$ cat config.mk
export PLATFORM = sky130hd
export DESIGN_NAME = ffra_ram
export DESIGN_NICKNAME = d
export VERILOG_FILES = /design/src/ffra_ram.sv
export SDC_FILE = /design/constraint.sdc
export NUM_CORES = 2
export LEC_CHECK = 0
export BUFFER_PORTS_ARGS = -buffer_cell sky130_fd_sc_hd__buf_2
export CAP_MARGIN = 10
export CELL_PAD_IN_SITES_DETAIL_PLACEMENT = 1
export CELL_PAD_IN_SITES_GLOBAL_PLACEMENT = 1
export CORE_MARGIN = 8
export CORE_UTILIZATION = 35
export CTS_CLUSTER_SIZE = 8
export DETAILED_ROUTE_END_ITERATION = 10
export HOLD_SLACK_MARGIN = 0.05
export PLACE_DENSITY = 0.53
export SYNTH_ARGS = -nofsm -noshare
export SYNTH_HDL_FRONTEND = slang
export SYNTH_SLANG_ARGS = --single-unit
$ cat constraint.sdc
create_clock -name clk -period 3.9 [get_ports clk]
set_clock_uncertainty 0.2 [all_clocks]
set_input_delay 0.78 -clock clk [delete_from_list [all_inputs] [get_ports clk]]
set_output_delay 0.78 -clock clk [all_outputs]
set_load 0.02 [all_outputs]
$ cat src/ffra_ram.sv
// Generic single-write, single-read RAM with registered read data.
`default_nettype none
module ffra_ram #(
  parameter int WIDTH = 32,
  parameter int DEPTH = 64
) (
  input  logic                     clk,
  input  logic                     we,
  input  logic [$clog2(DEPTH)-1:0] waddr,
  input  logic [WIDTH-1:0]         wdata,
  input  logic [$clog2(DEPTH)-1:0] raddr,
  output logic [WIDTH-1:0]         rdata
);

  logic [WIDTH-1:0] mem [DEPTH];

  always_ff @(posedge clk) begin
    if (we) begin
      mem[waddr] <= wdata;
    end
    rdata <= mem[raddr];
  end

endmodule
`default_nettype wire

==> Yosys cells after proc, flatten, opt, wreduce, memory -nomap -nowiden <==
Memories as Yosys holds them, arrays and structs flattened. A register that Yosys moved wholly into a read port is not among the register bits.
Cells that the tools add are included.
{ "word_totals": {"reg_bits": 0, "mem_bits_rw": 2048, "input_bits": 46, "out_inout_bits": 32, "word_cells": 3, "memories": 1} }
{ "memory_table": {"columns": ["name", "depth", "word_bits", "read_ports", "rd_clocked_by_memory_dff", "write_ports", "line_no", "text"], "rows": [
  ["mem", 64, 32, 1, 1, 1, "15", "logic [WIDTH-1:0] mem [DEPTH];"]
]} }
{ "op_classes": {"muxes": 2} }
{ "op_table": {"columns": ["cell", "n"], "rows": [
  ["$mux 1", 2]
]} }

==> Depth between registers and ports, before layout <==
{ "depth": {"ltp_word": 2, "depth_mapped": 10} }

==> Worst setup path before layout <==
OpenSTA, ideal clock, no wires.
{ "synth_timing": {"path_kind": "input port to flip-flop", "startpoint": "input port waddr[3]", "endpoint": "memory mem[48][0], enable pin", "setup_time_ns": 0.461, "arrival_ns": 3.479, "required_ns": 3.239, "path_slack_ns": -0.240, "cell_stages": 4, "n_path_buf": 1, "cell_sequence": "clkbuf_1 nor2b_1 nand4b_1 nor3_1"} }
{ "synth_rtl": {"columns": ["element", "line_no", "text"], "rows": [
  ["start, declared", "9", "input logic [$clog2(DEPTH)-1:0] waddr,"],
  ["end, declared", "15", null]
]} }
Straight into the memory's write port.

==> Worst setup path after layout <==
{ "layout_timing": {"startpoint": "register rdata[5] (read register of mem)", "endpoint": "output port rdata[5]"} }
{ "layout_rtl": {"columns": ["element", "line_no", "text"], "rows": [
  ["start, declared", "12", "output logic [WIDTH-1:0] rdata"]
]} }
No word-level cell between the ends.

==> reports/summary.txt <==
Status: finished, final reports clean
Setup TNS: 0 ps
Cell Area, Synth: 78500 um2
Via count: 37900
Drt total wl: 230000 um
Gr usage total: 19.0%
H-tree depth: 5
Initial antenna violation count: 15
Async SR Flop Fraction: 0%
Yosys reg bits: 2080
CP peak stage delay: 740 ps
Max cap viols: 0
Worst path required time: 2920 ps
Largest cells by area after synthesis: edfxtp_1 (78%), mux4_2 (16%), mux2i_1 (1.2%)
RSZ-0062 raised after global routing: false
Cell taking the most area after synthesis: edfxtp_1
Setup CP Type: flip-flop to output pin
Layout cells sized above 1: 33.0%
Ys flop type: edfxtp_1
Final worst-path cycle share: 74.6%
Post-synth EDFFs: 2048
Root Buffer Master: clkbuf_16
1st-iter DRT viols: 3273
PortBufs: 77
Worst skew pair latency: 920 ps
Worst EP arrival: 1930 ps
Longest Clk Path Bufs: 4
Top delay family on crit path: flip-flops
Post-Syn Instances: 3324
DRC viols: 0
Final HPWL DP: 134000 um
Count leader, synth: edfxtp_1
Remaining Overflow, GRT: 0
Fin util: 42.0%
Max-slew headroom: 16.3%
Worst Hold Depth: 1
Critical path buffer and inverter count: 1
Min-delay worst type: primary input to flip-flop
Largest net degree at the start of global routing: 65
Core area: 224000 um2
Yosys warns: 0
P_leak: 29.5 nW
Crit-path max FO: 1
CTS Hold Bufs: 0
Top cells by count, synth: edfxtp_1 (2048), mux4_2 (544), nor2_1 (137)
Post_cts resized: 0
Final Wtd Congestion: 0.742
Setup crit end kind: output pin
Startpoint class of the critical path: flip-flop
Worst-path cell chain: buf_2
Worst-Margin Slew: 1250 ps
Post-DRT Antenna Nets: 0
Final net count: 3859
Site Rows: 174
TritonCTS buffer count: 310
Final Hold Vio Count: 0
CTS Sinks: 2080
Die span in y: 490 um
Post-CTS setup buffer count: 0
Yosys top cell area share: 78.3%
Pwr/cell area: 544 nW/um2
Yosys cell types: 34
DR WL/cell: 33.2 um
Die ar.: 240000 um2
R2R depth: 4
Max VDD drop: 0.466 mV
Synth Area per Inst: 23.6 um2
Slew Viols, Final: 0
Minimum clock period: 2910 ps
First-pass GRT wire length: 320000 um
Initial Util: 35.0%
Worst path depth: 1
First-pass DRT Iterations: 4
Syn Nets: 3370
Final setup fails: 0
Vias per cell: 5.48
I/O Pins: 78
Max Clk Rate: 0.344 GHz
CTS tree: done
Clk slew on worst S/H paths: 50 ps
Layout overhead on the synthesized area: 19.8%
Die Span X: 490 um
CP max stage cell: dfxtp_1
Vias in the first global route: 40300
Seq/Total Area, Yosys: 79.1%
-- final timing paths --
path / startpoint / end / slack (ps)
max: rdata[5] / rdata[5] / 990
min: wdata[11] / mem[14][11] / 120
max reg2reg: mem[3][21] / rdata[21] / 1650
min reg2reg: mem[28][8] / rdata[8] / 620
-- registers in the layout, summed over array words and instances, names as in the netlist --
register,count
rdata,32
mem,2048
-- stage by stage --
stage | instance area (um2) | worst slack (ps) | instances | total power [mW] | hold slack, ps
after floorplan | 78500 | 268 | 3324 | 26.5 | 463
after global placement | 85600 | 233 | 6491 | 27.9 | 567
after detailed placement | 85600 | 246 | 6491 | 27.9 | 598
after CTS | 94000 | 873 | 6914 | 51.8 | 135
after global routing | 94100 | 906 | 6919 | 52.7 | 88.3
final | 94100 | 991 | 6922 | 51.2 | 116
-- cell usage in the layout (no fill, tap or decap), drive strengths merged, types with 2 or more instances in the layout --
cell type,netlist,final
a21oi,62,62
a22oi,12,12
a311oi,8,8
a41o,4,4
and2,2,2
and3,4,4
buf,108,359
clkbuf,74,420
dfxtp,32,32
diode,0,6
edfxtp,2048,2048
inv,0,2
mux2i,93,93
mux4,544,544
nand2,26,26
nand2b,8,8
nand3,5,5
nand3b,5,5
nand4,2,2
nor2,137,137
nor2b,15,15
nor3,7,7
o221ai,27,27
o22ai,84,84
o32ai,4,4
or2,3,3
or3,3,3
or3b,5,5
-- cell type report --
cell class	instances	area, um2
fillers	20500	130000
flip-flops and latches	2080	62100
multi-input cells	1062	16000
clock buffers	420	8400
repair buffers	359	3750
well taps	2992	3740
clock inverters	3	21.3
diodes	6	15.0
-- power breakdown --
| group | internal, mW | switching (mW) | total, mW | leakage [nW] |
|---|---|---|---|---|
| clock | 14.7 | 9.03 | 23.7 | 4.08 |
| combinational | 0.935 | 1.55 | 2.48 | 6.72 |
| sequential | 24.8 | 0.146 | 25.0 | 18.7 |
-- kinds of logic after synthesis --
logic type | Yosys count | share of synthesized area [%]
and+or+nand+nor | 223 | 1.27
buffers and inverters | 182 | 1.13
AOI/OAI and AO/OA | 202 | 1.67
DFF | 2080 | 79.1
muxes | 637 | 16.8
-- routing by layer --
metal,up-vias,part of all wire (%),GRT usage (%)
met1,21200,43,25.8
met5,-,0.019,0
met3,393,5.4,3.71
met4,6,3.8,6.84
met2,1119,48,30.8
li1,15200,-,-
No activity file was read; power rests on OpenSTA's default activity.
