## src/ffra_pkg.sv

```systemverilog
// Shared codes, widths and types for the first-fit region allocator.
`default_nettype none
package ffra_pkg;

  localparam int CFG_IDX_W = 1;
  localparam logic [CFG_IDX_W-1:0] CFG_LAST_ADDR = 1'b0;
  localparam logic [CFG_IDX_W-1:0] CFG_BASE      = 1'b1;

  localparam logic [31:0] LAST_ADDR_RESET = 32'hFFFF_FFFF;
  localparam logic [31:0] BASE_RESET      = 32'h0100_0000;

  localparam int USED_W = 33;
  localparam logic [USED_W-1:0] USED_RESET = 33'h0_0100_0000;

  // allocation granule, a power of two
  localparam int PAGE_BYTES = 4096;

  localparam logic [1:0] CMD_ALLOC   = 2'd0;
  localparam logic [1:0] CMD_RELEASE = 2'd1;
  localparam logic [1:0] CMD_QUERY   = 2'd2;
  localparam logic [1:0] CMD_RSVD    = 2'd3;

  localparam logic [1:0] ST_OK        = 2'd0;
  localparam logic [1:0] ST_NO_FIT    = 2'd1;
  localparam logic [1:0] ST_NO_SLOT   = 2'd2;
  localparam logic [1:0] ST_NOT_FOUND = 2'd3;

  typedef struct packed {
    logic done;
    logic found;
  } scan_stat_t;

endpackage
`default_nettype wire

```

## src/ffra_round.sv

```systemverilog
// Page round-up of a requested length, registered.
`default_nettype none
module ffra_round (
  input  logic        clk,
  input  logic        rst,
  input  logic        start,
  input  logic [31:0] req_length,
  output logic        done,
  output logic [32:0] len
);
  import ffra_pkg::*;

  localparam logic [32:0] PAGE_M1 = 33'(PAGE_BYTES - 1);

  always_ff @(posedge clk) begin
    if (rst) begin
      done <= 1'b0;
      len  <= '0;
    end else begin
      done <= start;
      if (start) begin
        // add page minus one, then drop the low bits
        len <= ({1'b0, req_length} + PAGE_M1) & ~PAGE_M1;
      end
    end
  end

endmodule
`default_nettype wire

```

## config.mk

```make
export PLATFORM = sky130hd
export DESIGN_NAME = ffra_round
export DESIGN_NICKNAME = d
export VERILOG_FILES = /design/src/ffra_pkg.sv /design/src/ffra_round.sv
export SDC_FILE = /design/constraint.sdc
export NUM_CORES = 1
export LEC_CHECK = 0
export BUFFER_PORTS_ARGS = -buffer_cell sky130_fd_sc_hd__buf_2
export CAP_MARGIN = 20
export CORE_MARGIN = 2
export CORE_UTILIZATION = 44
export DETAILED_ROUTE_END_ITERATION = 8
export GPL_TIMING_DRIVEN = 0
export PLACE_DENSITY_LB_ADDON = 0.3
export SYNTH_ARGS = -nofsm -noshare
export SYNTH_HDL_FRONTEND = slang
export SYNTH_SLANG_ARGS = --single-unit
```

## constraint.sdc

```tcl
create_clock -name clk -period 1.95 [get_ports clk]
set_input_delay 0.0975 -clock clk [delete_from_list [all_inputs] [get_ports clk]]
set_output_delay 0.0975 -clock clk [all_outputs]
set_load 0.005 [all_outputs]
```

# After elaboration in Yosys (flattened, before gate mapping)

Cells that the tools add are included.

Bits in registers: 22
Latch bits: 0
Bits in writable memories: 0
ROM bits: 0
Input port bits: 35
Logic and storage cells: 3
Memories: 0

Add/subtract/negate cells: 1
Multiply operators: 0
Div/mod/pow operators: 0
Order comparisons: 0
Eq/ne operators: 0
Shift-type cells: 0
Mux-type cells: 0
Bitwise operators: 0
Reduce and logical (&&, ||, !) cells: 0

Operators by type and width:

| cell                     | number |
|---|---|
| $add A32 B12 Y33 const B | 1 |

# Longest topological paths before layout

Gate-level depths: netlist of the first run.

Depth in word-level cells: 1
Mapped depth: 5

# Least setup slack after synthesis of the first run

OpenSTA, ideal clock, no wires.

Path type: input port to flip-flop
From: in req_length[21]
To: reg len[26]
Library setup time: 0.091 ns
Arrival: 1.547 ns
Path slack: 0.312 ns
Stages: 5
Buffers on the path: 1
Cell sequence: nand3_1 -> or4_1 -> buf_2 -> or4_1 -> a311oi_1

Cells in the longest elaborated chain, start to end: 1

Ends and longest elaborated chain:

| element              | RTL line         | source |
|---|---|---|
| start, declared      | ffra_round.sv:7  | `input logic [31:0] req_length,` |
| $add A32 B12 Y33     | ffra_round.sv:23 | `len <= ({1'b0, req_length} + PAGE_M1) & ~PAGE_M1;` |
| end signal, assigned | ffra_round.sv:23 |  |
| end, declared        | ffra_round.sv:9  | `output logic [32:0] len` |

Every way passes these cells.
A chain may end at the register's enable or synchronous reset.

# Worst setup path in the final report of the first run

From: in req_length[9]
To: reg len[23]

Same word-level chain as after synthesis.

==> summary.txt, run 1 <==
Floorplanning
  • CORE AREA: 2780 sq um
  • Io pins: 69
  • Chip Width: 58.2 um
  • # rows: 19
  • Starting density of the core: 46.4%
  • Die span in y: 58.2 um
  • Die footprint: 3380 sq um

Clock network
  • CTS clk-pin slew, worst paths: 130 ps
  • CTS root buf: clkbuf_4
  • Post-cts sizing count: 0
  • Cts bufs inserted: 3
  • CTS Buffer Depth: 2
  • # Post-CTS Setup Buffers: 0
  • Hold buffer count at cts: 0
  • CTS Sinks: 22
  • CTS tree: built
  • H-tree depth: 1
  • Clock latency on the worst-skew pair: 310 ps

Synthesis
  • Most used DFF post-synth: dfxtp_1
  • Synth area leader: dfxtp_1
  • Share of the synthesized area in the top cell type: approximately a third
  • Post-synthesis cell type count: 31
  • Sequential share of the synthesized area: 34.1%
  • Largest cells by area after synthesis: dfxtp_1, a311oi_1, or4_1
  • Post-synth top cells: nor2_1, dfxtp_1, a311oi_1, or4_1, buf_4
  • Gate Count Post-Synth: 160
  • Synthesized cell area: 1290 sq um
  • Ys async rst share: 0%
  • EDFF count, synth: 0
  • Avg Cell Area, Syn: 8.07 sq um
  • Synth warn: 0
  • Cell with the most instances after synthesis: nor2_1
  • Seq cells post-synth: 22

Drt
  • Post-detailed-routing wire length: 3160 um
  • DR WL met2: 1570 um
  • Met3 WL post-DR: around 160 um
  • WL per Instance: between 10 and 15 um
  • DRT Pass-1 Iters: 4
  • Final ANT Viol Nets: 0
  • Via count: 1415
  • Vias per Instance: roughly 5.4
  • DR top layer: met4
  • WL met1: 1390 um
  • Iteration-0 DRC Markers: 49
  • DRC: 0

Global routing
  • Initial antenna violation count: 0
  • Vias in the first global route: about 1300
  • First-pass GRT wire length: 5310 um
  • Total congestion overflow: 0
  • Largest net degree at the start of global routing: 14
  • Gr usage total: roughly a fifth

Finish
  • Finished Cell Area: 1700 sq um
  • Final Non-Filler Cells: approximately 260
  • Layout area overhead: 32.0%
  • Layout cell share with drive strength beyond 1: 33.3%
  • Final #Nets: 267
  • ANT cells: 0
  • Fin util: between 60% and 70%

Place
  • GP Congestion: about 0.86
  • Hpwl dp: 2510 um
  • PortBufs: 56
  • Placed cells: 258
  • Placed Area: 1650 sq um

Worst hold path
  • Worst hold path type: input pin to flip-flop

Power
  • PwrDens: 618 nW/um^2
  • Worst vdd ir: 0.590 mV
  • Leakage: 0.000729 uW

STA
  • Fin crit share: between 80% and 90%
  • Fin crit period: around 1700 ps
  • Final Hold Viols: 0
  • Final hold slack: between 40 and 50 ps
  • Fin Clk Skew: 0 ps
  • Setup violations, final: 0
  • Worst slew pin tran: about 630 ps
  • Setup TNS: 0 ps
  • Max Clock Freq: 599 MHz
  • Worst slew margin: 57.6%
  • RSZ-0062 raised after global routing: false
  • Slew Viols, Final: 0

Setup path
  • Max incr delay on CP: ~570 ps
  • Setup Crit Path Kind: input pin to flip-flop
  • CP max FO: 10
  • CP most frequent cell: buf_2
  • CP Launch Type: input pin
  • CP Cell Sequence: buf_2, nor4_1, a311o_1, buf_2, o31ai_1, a311oi_1
  • CP Data Arrival Time: 1900 ps
  • Critical Path RT: approximately 2200 ps
  • Crit end category: flip-flop
  • Critical path's slowest cell: nor4_1

Flow run
  • Max cap viols: 0

Run status
  • Status: complete, no violations
## cells by family after synthesis
group	synth area share, %
and+or+nand+nor	28.2
AOI/OAI and AO/OA	23.1
buffers and inverters	10.9
DFF	34.1
xor gates and xnor gates	3.39
other	0.290
## per-layer routing
metal / vias to the layer above / GRT usage [%]
li1: 743 / -
met1: 626 / 24.5
met2: 42 / 35.6
met3: 4 / 1.12
met4: 0 / 7.64
met5: - / 0
## power by group
part / total, uW / internal [uW] / switching (uW)
Combinational: 206 / 98.5 / 107
Clock: 353 / 208 / 145
Sequential: 494 / 480 / 14.2
## state kept, by name (all words and copies together) (netlist names)
| signal | flops |
|---|---|
| done | 1 |
| len | 21 |
## through the flow
stage               worst slack (ps)  power (uW)
floorplan                        312         610
global placement               -23.3         706
detailed placement             -40.5         709
CTS                              287        1060
global route                     139        1100
finish                           281        1050
## worst paths after layout
kind / startpoint / end / slack [ps] / cells after the start
max: req_length[9] / len[23] / 280 / 6
min: req_length[28] / len[28] / 50 / 3
max reg2reg: len[28] / len[28] / 1180 / 4
min reg2reg: len[32] / len[32] / 480 / 2
## cell type report
class	count	area [sq um]
fill	271	1080
timing repair buffer	56	280
clock buffer	3	22.5
tap	31	38.8
clock inverter	1	30.0
inverter	5	18.8
buffer	20	123
multi-input combinational	124	751
sequential	22	440
## worst max-delay path: cells and delay by family
family / cells / cell delay [ps]
compound gates: 3 / 840
buf+inv: 2 / 390
simple gates: 1 / 570
## layout by cell type, fill, tap and decap left out, types with 2 or more instances in the layout
cell / n
o21ai_1: 4
buf_4: 12
buf_2: 58
a21oi_1: 2
clkbuf_4: 3
nor2_1: 23
or4_1: 13
nand4_1: 6
nand3_1: 5
or3_1: 5
a211oi_1: 4
nand2_1: 6
xnor2_1: 4
dfxtp_1: 22
nor4_1: 4
a311oi_1: 13
inv_1: 4
a31oi_1: 4
clkbuf_1: 6
conb_1: 12
o31ai_1: 9
No activity file was read; power rests on OpenSTA's default activity.
==> run 2: changes to the inputs <==
- MAX_ROUTING_LAYER: default -> met4
==> run 2 against run 1 <==
Critical endpoint unchanged. Largest cell class unchanged. Combinational power is essentially flat. Wire length is 0.25% lower. Sequential power is essentially flat.
==> summary.txt, run 2 (synthesis gave the netlist of run 1 again) <==
Setup path
  • Worst r2r src: len[28]
  • CP max FO: 10
  • CP startpoint: req_length[5]
  • Crit end category: flip-flop
  • CP Data Arrival Time: 1880 ps
  • Setup Crit Path Kind: input pin to flip-flop
  • CP Launch Type: input pin
  • Critical Path RT: 2180 ps

Global routing
  • Total congestion overflow: 0
  • Vias in the first global route: 1254
  • Gr usage total: 20.4%
  • Initial antenna violation count: 0
  • Largest net degree at the start of global routing: 14
  • First-pass GRT wire length: 5310 um

Clock network
  • CTS tree: built
  • Hold buffer count at cts: 0
  • CTS Buffer Depth: 2
  • CTS Sinks: 22
  • Post-cts sizing count: 0
  • CTS root buf: clkbuf_4
  • # Post-CTS Setup Buffers: 0
  • Cts bufs inserted: 3
  • Clock latency on the worst-skew pair: 310 ps
  • H-tree depth: 1
  • CTS clk-pin slew, worst paths: 130 ps

Place
  • Pre-CTS setup slack: -40.5 ps
  • PortBufs: 56
  • Hpwl dp: 2510 um
  • GP Congestion: 0.875
  • Placed Area: 1650 sq um

Flow run
  • Max cap viols: 0

Worst hold path
  • Worst Hold Launch: req_length[28]
  • Worst hold path type: input pin to flip-flop

STA
  • Fin crit share: 84.8%
  • Max Clock Freq: 604 MHz
  • Setup violations, final: 0
  • Fin Clk Skew: 0 ps
  • Setup ws final: 295 ps
  • Final hold slack: between 40 and 50 ps
  • Worst slew pin tran: ~640 ps
  • Slew Viols, Final: 0
  • Final Hold Viols: 0
  • RSZ-0062 raised after global routing: false
  • Worst slew margin: a little under three fifths
  • Fin crit period: 1650 ps

Finish
  • Final #Nets: 267
  • Finished Cell Area: 1700 sq um
  • Layout area overhead: 32.0%
  • Largest regs: len: 21 flops, done: 1 flops
  • Commonest non-fill, non-tap cell in the layout: buf_2
  • Number of flip-flops in the largest register: 21
  • ANT cells: 0
  • Largest Register: len
  • Fin util: slightly above 60%
  • Layout cell share with drive strength beyond 1: 33.3%
  • Commonest non-fill, non-tap cells in the layout: buf_2, nor2_1, dfxtp_1
  • Fillers: ~270

Floorplanning
  • Chip Width: 58.2 um
  • Die footprint: between 3000 and 4000 sq um
  • Starting density of the core: 46.4%
  • Io pins: 69
  • CORE AREA: 2780 sq um
  • # rows: 19
  • Die span in y: slightly below 60 um

Power
  • Sw frac: between 20% and 30%
  • Clock power share: approximately 33%
  • Gate power share: between 10% and 20%
  • Sequential Power Share: 47.0%
  • Int Pwr: about 790 uW
  • Leakage: ~0.00073 uW
  • Sw Pwr: 265 uW
  • PwrDens: roughly 620 nW/um^2
  • Post-route total power: 1050 uW
  • Worst vdd ir: 0.590 mV

Drt
  • WL per Instance: 12.0 um
  • DRT Pass-1 Iters: 4
  • DRC: 0
  • Via count: 1408
  • Final ANT Viol Nets: 0
  • Post-detailed-routing wire length: roughly 3200 um
  • Vias per Instance: 5.37
  • Iteration-0 DRC Markers: 66

Run status
  • Status: complete, no violations
==> run 2: cell counts in the layout (fill, tap and decap cells not counted) <==
No cell type changed its count.
==> run 2: worst max-delay path, stage by stage <==
cell and delay, ps:
buf_2 100, nor4_1 580, a311o_1 450, buf_2 290
o31ai_1 90, a311oi_1 270
==> run 2: metrics by stage <==
step / setup TNS, ps / std cells
floorplan: 0 / 171
global placement: -58.7 / 258
detailed placement: -72.8 / 258
CTS: 0 / 262
global route: 0 / 262
finish: 0 / 262
==> run 2: final cells by class <==
type	instances	area, sq um	area share (%)
multi-input cells	124	751	44.1
inverters	5	18.8	1.10
plain buffers	20	123	7.20
flip-flops and latches	22	440	25.8
clock buffers	3	22.5	1.32
clock inverters	1	30.0	1.76
repair buffers	56	280	16.4
well taps	31	38.8	2.28
==> run 2: final timing paths <==
kind              slack (ps)       to  depth (start not counted)
hold / removal            50  len[28]                          3
setup / recovery         300  len[23]                          6
setup reg to reg        1190  len[28]                          4
hold reg to reg          470  len[32]                          2
==> run 2: power groups by stage <==
stage	registers [uW]	logic, uW	clock network [uW]
finish	494	206	351
global route	498	232	373
CTS	494	206	358
detailed placement	504	205	0
global placement	503	203	0
floorplan	507	103	0
==> run 2: metal layers <==
layer,track usage (%),wire [um],up-vias
li1,-,-,738
met1,24.6,1430,625
met2,35.6,1540,41
met3,1.12,139,4
met4,7.64,42,0
met5,-,0,-
