[src/ffra_pkg.sv]
// Shared codes, widths and types for the first-fit region allocator.
`default_nettype none
package ffra_pkg;

  localparam int CFG_IDX_W = 1;
  localparam logic [CFG_IDX_W-1:0] CFG_LAST_ADDR = 1'b0;
  localparam logic [CFG_IDX_W-1:0] CFG_BASE      = 1'b1;

  localparam logic [31:0] LAST_ADDR_RESET = 32'hFFFF_FFFF;
  localparam logic [31:0] BASE_RESET      = 32'h0100_0000;

  localparam int USED_W = 33;
  localparam logic [USED_W-1:0] USED_RESET = 33'h0_0100_0000;

  // allocation granule, a power of two
  localparam int PAGE_BYTES = 4096;

  localparam logic [1:0] CMD_ALLOC   = 2'd0;
  localparam logic [1:0] CMD_RELEASE = 2'd1;
  localparam logic [1:0] CMD_QUERY   = 2'd2;
  localparam logic [1:0] CMD_RSVD    = 2'd3;

  localparam logic [1:0] ST_OK        = 2'd0;
  localparam logic [1:0] ST_NO_FIT    = 2'd1;
  localparam logic [1:0] ST_NO_SLOT   = 2'd2;
  localparam logic [1:0] ST_NOT_FOUND = 2'd3;

  typedef struct packed {
    logic done;
    logic found;
  } scan_stat_t;

endpackage
`default_nettype wire

[src/ffra_scan.sv]
// Sequential search for the lowest clear bit of a slot-valid vector.
`default_nettype none
module ffra_scan #(
  parameter int N = 64
) (
  input  logic                 clk,
  input  logic                 rst,
  input  logic                 start,
  input  logic [N-1:0]         vec,
  output ffra_pkg::scan_stat_t stat,
  output logic [$clog2(N)-1:0] idx
);
  import ffra_pkg::*;

  localparam int IW = $clog2(N);
  localparam logic [IW-1:0] LAST = IW'(N - 1);

  logic busy;

  always_ff @(posedge clk) begin
    if (rst) begin
      busy <= 1'b0;
      stat <= '0;
    end else begin
      stat.done <= 1'b0;
      if (start) begin
        busy <= 1'b1;
        idx  <= '0;
      end else if (busy) begin
        priority if (!vec[idx]) begin
          busy       <= 1'b0;
          stat.done  <= 1'b1;
          stat.found <= 1'b1;
        end else if (idx == LAST) begin
          busy       <= 1'b0;
          stat.done  <= 1'b1;
          stat.found <= 1'b0;
        end else begin
          idx <= idx + 1'b1;
        end
      end
    end
  end

endmodule
`default_nettype wire

[config.mk]
export PLATFORM = sky130hd
export DESIGN_NAME = ffra_scan
export DESIGN_NICKNAME = d
export VERILOG_FILES = /design/src/ffra_pkg.sv /design/src/ffra_scan.sv
export SDC_FILE = /design/constraint.sdc
export NUM_CORES = 1
export LEC_CHECK = 0
export CAP_MARGIN = 10
export CORE_MARGIN = 2
export CORE_UTILIZATION = 61
export DETAILED_ROUTE_END_ITERATION = 8
export DONT_BUFFER_PORTS = 1
export PLACE_DENSITY_LB_ADDON = 0.25
export SETUP_SLACK_MARGIN = 0.2
export SLEW_MARGIN = 20
export SYNTH_ARGS = -nofsm -noshare
export SYNTH_HDL_FRONTEND = slang
export SYNTH_SLANG_ARGS = --single-unit
[constraint.sdc]
create_clock -name clk -period 7.6 [get_ports clk]
set_clock_uncertainty 0.15 [all_clocks]
set_input_delay 1.52 -clock clk [delete_from_list [all_inputs] [get_ports clk]]
set_output_delay 1.52 -clock clk [all_outputs]
set_load 0.03 [all_outputs]
# [Word level (Yosys, flattened, before mapping)]
# Cells that the tools add are included.
[totals] ff_bits=9 latch_bits=0 mem_bits_rw=0 mem_bits_ro=0 in_bits=67 wordCells=28 memories=0
[classes] add_sub_neg=1 n_mul=0 div_mod_pow=0 order_cmp=1 n_eq_ne=3 n_shift=0 mux=11 bitwise=3 n_reduce_logical=5
[ops] op="$mux W6" n=3
[ops] op="$lt A6 B7 Y1 const B" n=1
[ops] op="$add A6 B1 Y6 const B" n=1
[ops] op="$bmux W1 S6" n=1
[ops] op="$eq A6 B6 Y1 const B" n=1
[ops] op="$mux W1" n=5
[ops] op="$mux W2" n=2
[ops] op="$reduce_and A4 Y1" n=1
[ops] op="$reduce_bool A2 Y1" n=2
[ops] op="$not A1 Y1" n=3
[ops] op="$reduce_and A3 Y1" n=1
[ops] op="$reduce_or A3 Y1" n=1
[ops] op="$ne A2 B1 Y1 const B" n=1
[ops] op="$ne A2 B2 Y1 const B" n=1

# [Logic depth before layout (Yosys ltp)]
# Gate-level depths: netlist of run 1.
[logic_depth] word_depth=5 depth_mapped=8 depth_no_buf=6

# [Worst setup path after synthesis of run 1]
# OpenSTA, ideal clock, no wires.
[synth_timing] kind="in2reg" start="input vec[49]" end="register idx[0] (enable)" setup_time_ps=379 t_arrival_ps=3008 required_time_ps=7071 setup_slack_ps=4063 cell_stages=6 path_buffers=0 cell_sequence="mux4_1 > a2bb2oi_1 > a221oi_1 > nor4b_1 > nand2_1 > a211oi_1"
[synth_between] elab_chain_len=4
[synth_lines] element="from (decl)" line_no="ffra_scan.sv:9" source="input logic [N-1:0] vec,"
[synth_lines] element="$bmux W1 S6" line_no="ffra_scan.sv:30" source="priority if (!vec[idx]) begin"
[synth_lines] element="$mux W1 (implied by the code)" line_no="ffra_scan.sv:30"
[synth_lines] element="$reduce_bool A2 Y1 (no source line)"
[synth_lines] element="$reduce_and A4 Y1 (no source line)"
[synth_lines] element="to (signal assigned)" line_no="ffra_scan.sv:39" source="idx <= idx + 1'b1;"
[synth_lines] element="to (decl)" line_no="ffra_scan.sv:11" source="output logic [$clog2(N)-1:0] idx"
# No other way between the ends. The select of a mux whose other input is x is not followed.
# A chain may end at the register's enable or synchronous reset.

# [Final worst setup path of run 1]
[layout_timing] start="register idx[0]" end="register idx[5] (enable)"
[layout_between] elab_chain_len=4
[layout_lines] element="$bmux W1 S6" line_no="ffra_scan.sv:30"
[layout_lines] element="$mux W1 (implied by the code)" line_no="ffra_scan.sv:30"
[layout_lines] element="$reduce_bool A2 Y1 (no source line)"
[layout_lines] element="$reduce_and A4 Y1 (no source line) *"
# Mark *: on every way between the ends. The rest lies on a longest branch, timed or not. The select of a mux whose other input is x is not followed.

==> results.cfg, run 1 <==
[status]
outcome = finished, final reports clean

[global_route]
grtUsageMet2 = 0.366
grt_first_pass_wirelength_mm = 3.28
grt_usage = 0.223
grt_overflow = 0
grt.met3_usage = 0.0198
grt_pass1_vias = 752
antenna_found_initial = 0
grtUsageMet1 = 0.286
grt_max_degree = 17
globalRoute.busiestLayer = met2

[timing]
setup_tns_ns = 0
slew_violations = 0
fmaxAchievable_ghz = 0.259
setup_viol_count_final = 0
final_hold_viol_count = 0
min_period_over_period = 0.507
rsz0062_at_grt = false
worst_slew_pin_slew_ns = 0.913
fin_crit_ns = 3.85
setup_ws_ns = 3.75
max_slew_margin = 0.388

[setup_path]
crit_required_ns = 7.33
max_stage_delay_ns = 0.86
end_kind = flip-flop
worstSetupStartpointType = flip-flop
crit_cells = 7
crit_slowest_cell = edfxtp_1
crit_fanout = 16
critPathBufInv = 1
r2r_cells = 7
path_delay_family = compound AO/OA/AOI/OAI gates
worstPathArrival_ns = 3.58
worstSetupPathType = reg2reg
r2r_slack_ns = 3.75
path_cells = buf_4 > mux4_1 > a2bb2oi_1 > a221oi_1 > nor4b_1 > nand2_1 > a211oi_1

[layout]
nets = 165
fill_cells = 122
fin_cells = 112
final_cell_area_sq_mm = 0.00104
antenna_cells = 0
layout-drive-gt1-share = 0.156
area_growth_pct = -0.477

[detailed_routing]
drtIter0Drc = 21
wire_per_inst_um = 20.7
route.detailed.drc = 0
ant_nets = 0
wl_mm = 2.32
via_per_inst = 7.26
drt_pass1_iterations = 4
vias = 813

[synth]
synth_fa_ha_area_frac = 0.0119
syn-mean-instance-area_sq_um = 10.6
synth-simple-area-share = 0.131
synth_cell_types = 34
synth_top_family_by_area = multiplexers
synth_compound_area_frac = 0.185
synth_top_area_frac = 0.181
post-synth-top-count-cell = mux2i_1
synth_flop_cell = edfxtp_1
syn_inst = 99
yosysWarnings = 0
synth_edf_count = 6
synthTopCellsByArea = mux2i_1 18%, edfxtp_1 17%, mux4_2 13%
netlist_area_sq_mm = 0.00105
ys_seq_area_frac = 0.229
synthArstFlopShare = 0
muxShareOfSynthArea = 0.346
synth_xor_area_frac = 0.0334
synth-seq-cells = 9
yosys-top-cells-count = 19 x mux2i_1, 8 x a22oi_1, 8 x nor2_1
syn_nets = 167
yosys.area.top_type = mux2i_1

[placement]
placedCellCount = 108
place.gp.congestion = 0.810
dp_hpwl_mm = 1.85
dpl-instance-area_sq_mm = 0.00102
io_buffers = 0
dp_slack_ns = 3.59

[clocking]
clk_pin_slew_ns = 0.06
root_buffer = clkbuf_4
postCtsSetupRepairBufs = 0
htreeDepth = 1
cts.sinks = 9
cts_resized = 0
clock_latency_ns = 0.26
clockBufferDepth = 2
cts_tree = built
ctsHoldBuffers = 0
cts_buffers = 3

[min_path]
hold_class = reg2reg
whs_path_depth = 2

[pwr]
ir_worst_vdd_mv = 0.0949
fin_total_pwr_mw = 0.152
p_leak_nw = 0.381
power.density_mw_per_mm2 = 146

[floorplanning]
pin_count = 75
start_util = 0.673
core_area_sq_mm = 0.00156
die_x_um = 45.5
die_area_sq_mm = 0.00207
die_h_um = 45.5
std_cell_rows = 14

[job]
maxCapViolations = 0
## per-layer routing
layer  share of wire  routed length [um]  vias to the layer above
li1                -                   -                      385
met1            0.39                 908                      372
met2            0.51                1180                       50
met3           0.079                 184                        6
met4           0.019                  44                        0
met5               0                   0                        -
## worst paths after layout
kind,start,end
max,idx[0],idx[5]
min,busy,busy
max reg2reg,idx[0],idx[5]
min reg2reg,busy,busy
## registers in the layout, indices dropped and copies added (netlist names)
register,cells
idx,6
stat,2
busy,1
## metrics by stage
stage	util	hold slack, ns
6_report	0.669	0.387
5_1_grt	0.669	0.463
4_1_cts	0.669	0.391
3_5_place_dp	0.652	0.383
3_3_place_gp	0.652	0.368
2_1_floorplan	-	0.351
## cell type report
| class | count | area (sq um) | share of cell area |
|---|---|---|---|
| Sequential cell | 9 | 240 | 0.230 |
| Clock buffer | 4 | 26.3 | 0.0252 |
| Inverter | 2 | 7.51 | 0.00719 |
| Multi-Input combinational cell | 80 | 742 | 0.711 |
| Tap cell | 16 | 20.0 | 0.0192 |
| Timing Repair Buffer | 1 | 7.51 | 0.00719 |
## report_power, final
part / total (mW) / internal [mW] / switching (mW)
combinational: 0.0451 / 0.0249 / 0.0203
sequential: 0.0708 / 0.0566 / 0.0142
clock: 0.0364 / 0.0202 / 0.0162
## worst register-to-register path, stage by stage, from the launching register on
cell and delay [ns]:
edfxtp_1 0.86, buf_4 0.42, mux4_1 0.30, a2bb2oi_1 0.16, a221oi_1 0.09, nor4b_1 0.54
nand2_1 0.18, a211oi_1 0.77
## cells in the final DEF (no fill, tap or decap), types with 2 or more instances in the layout
cell and count:
a211oi_1 4, a21oi_1 4, a22oi_1 8, and3_1 2, clkbuf_4 3, dfxtp_1 3, edfxtp_1 6, inv_1 2
mux2i_1 19, mux4_2 6, nand2_1 5, nand4_1 2, nor2_1 8, nor2b_1 3, xnor2_1 2, xor2_1 2
## cells by family after synthesis
family	Yosys count
adders and majority gates	1
muxes	27
xor gates and xnor gates	4
and+or+nand+nor	26
AOI/OAI and AO/OA	22
DFF	9
buffers and inverters	10
(Power assumes the default switching activity.)
==> run 2, diff against run 1 <==
--- a/config.mk
+++ b/config.mk
@@ -5,9 +5,10 @@
 export SDC_FILE = /design/constraint.sdc
 export NUM_CORES = 1
 export LEC_CHECK = 0
+export ABC_AREA = 1
 export CAP_MARGIN = 10
 export CORE_MARGIN = 2
-export CORE_UTILIZATION = 61
+export CORE_UTILIZATION = 56
 export DETAILED_ROUTE_END_ITERATION = 8
 export DONT_BUFFER_PORTS = 1
 export PLACE_DENSITY_LB_ADDON = 0.25
==> constraint.sdc (replaced) <==
create_clock -name clk -period 3.2 [get_ports clk]
set_clock_uncertainty 0.15 [all_clocks]
set_input_delay 0.64 -clock clk [delete_from_list [all_inputs] [get_ports clk]]
set_output_delay 0.64 -clock clk [all_outputs]
set_load 0.03 [all_outputs]
==> run 2 against run 1 <==
  * Combinational power up 140%
  * Flip-flop and latch count unchanged
  * Design area up 6.4%
  * Via count up 50%
  * Setup slack worse by 3.2 ns
  * Worst hold slack worse by 0.084 ns
  * Count of clock-buffer cells in the layout unchanged
  * Largest power group unchanged
==> results.cfg, run 2 <==
[status]
outcome = finished, final reports clean

[clocking]
clock_latency_ns = 0.25
postCtsSetupRepairBufs = 0
root_buffer = clkbuf_4
cts_resized = 0
htreeDepth = 1
ctsHoldBuffers = 0
cts_buffers = 3
clockBufferDepth = 2
cts_tree = built
clk_pin_slew_ns = 0.05
cts.sinks = 9

[layout]
nets = 261
area_growth_pct = -1.77
reg.largest.list = idx: 6 flops, stat: 2 flops, busy: 1 flops
multi_input_area_sq_um = 728
final_cell_area_sq_mm = 0.00111
largest_reg_flops = 6
layout-drive-gt1-share = 0.0625
fill_cells = 220
antenna_cells = 0
regArea_sq_um = 240
mostFrequentLayoutCells = 87 x nand2_1, 54 x nand3_1, 10 x nor2_1
regMostFlops = idx
layout_commonest_cell = nand2_1

[pwr]
power.density_mw_per_mm2 = 305
p_leak_nw = 0.521
ir_worst_vdd_mv = 0.274

[setup_path]
end_kind = flip-flop
worstPathArrival_ns = 2.37
crit_required_ns = 2.94
crit_fanout = 18
r2r_cells = 10
worstSetupStartpointType = flip-flop
worstSetupPathType = reg2reg

[min_path]
whs_path_depth = 1
hold_class = in2reg

[floorplanning]
std_cell_rows = 16
start_util = 0.588
die_x_um = 48.9
pin_count = 75
die_h_um = 48.9
die_area_sq_mm = 0.00239
core_area_sq_mm = 0.00192

[synth]
synthTopCellsByArea = nand2_1 29%, nand3_1 24%, edfxtp_1 16%
muxShareOfSynthArea = 0
yosys-top-cells-count = 87 x nand2_1, 54 x nand3_1, 10 x nor2_1
synthArstFlopShare = 0
yosys.area.top_type = nand2_1
synth_fa_ha_area_frac = 0.0111
synth_edf_count = 6
synth_flop_cell = edfxtp_1
synth_top_area_frac = 0.289
ys_seq_area_frac = 0.213
syn_nets = 263
syn-mean-instance-area_sq_um = 5.79
synth_cell_types = 22
synth_compound_area_frac = 0.0266
post-synth-top-count-cell = nand2_1
synth-simple-area-share = 0.599
synth_top_family_by_area = simple AND/OR/NAND/NOR gates
synth-seq-cells = 9
synth_xor_area_frac = 0.00775
netlist_area_sq_mm = 0.00113
yosysWarnings = 0
syn_inst = 195

[detailed_routing]
wl_mm = 2.63
route.detailed.drc = 0
drt_pass1_iterations = 4
drtIter0Drc = 21
wire_per_inst_um = 12.0
ant_nets = 0
vias = 1217
via_per_inst = 5.56

[timing]
setup_viol_count_final = 0
slew_violations = 0
fmaxAchievable_ghz = 0.380
min_period_over_period = 0.823
max_slew_margin = 0.576
setup_tns_ns = 0
rsz0062_at_grt = false
final_hold_viol_count = 0
fin_crit_ns = 2.63
worst_slew_pin_slew_ns = 0.637

[global_route]
grt_pass1_vias = 1100
grt_first_pass_wirelength_mm = 4.46
grt_usage = 0.230
antenna_found_initial = 0
grt_max_degree = 34
grt_overflow = 0

[placement]
place.gp.congestion = 0.772
dpl-instance-area_sq_mm = 0.00108
dp_hpwl_mm = 2.12
io_buffers = 0

[job]
maxCapViolations = 0
==> run 2: power breakdown <==
group | total (mW) | internal (mW) | leakage (nW) | switching (mW)
clock network | 0.0803 | 0.0476 | 0.0150 | 0.0327
logic | 0.110 | 0.0408 | 0.423 | 0.0694
registers | 0.148 | 0.132 | 0.0827 | 0.0161
==> run 2: per-layer routing <==
layer	vias up	track usage	wire [um]	part of all wire
met4	0	0.0857	30	0.011
met2	54	0.406	1240	0.47
met5	-	0	0	0
met3	4	0.0675	259	0.099
met1	527	0.262	1100	0.42
li1	632	-	-	-
==> run 2: cell families after synthesis <==
family / count (synthesis)
adder cells (fa/ha/maj): 1
XOR/XNOR: 1
buffers and inverters: 22
AO/OA/AOI/OAI: 6
AND/OR/NAND/NOR: 156
flip-flops: 9
==> run 2: metrics by stage <==
step	util	setup slack (ns)	power [mW]	hold slack, ns	cells
after floorplan	-	0.805	0.252	0.308	195
after global placement	0.564	0.663	0.259	0.326	215
after detailed placement	0.564	0.590	0.262	0.327	215
after CTS	0.577	0.574	0.343	0.296	219
after global routing	0.577	0.322	0.374	0.270	219
final	0.577	0.567	0.339	0.303	219
==> run 2: final cells by class <==
type	instances	area share
clock buffer	4	0.0237
inverter	11	0.0462
multi-input combinational	164	0.656
sequential	9	0.216
tap	27	0.0304
timing repair buffer	4	0.0271
==> run 2: worst max-delay path, stage by stage, from the launching register on <==
cell and delay [ns]:
edfxtp_1 0.75, inv_4 0.19, nand3_1 0.14, nand3_1 0.07, nand2_1 0.07, nand2_1 0.04
nand3_1 0.11, nand3_1 0.10, nand2_1 0.11, nand3_2 0.07, a21oi_1 0.45
==> run 2: worst paths after layout <==
check                           startpoint      to  slack [ns]
worst max-delay path                idx[1]  idx[1]        0.57
worst min-delay path                   rst    busy        0.30
worst max register to register      idx[1]  idx[1]        0.57
worst min register to register        busy    busy        0.33
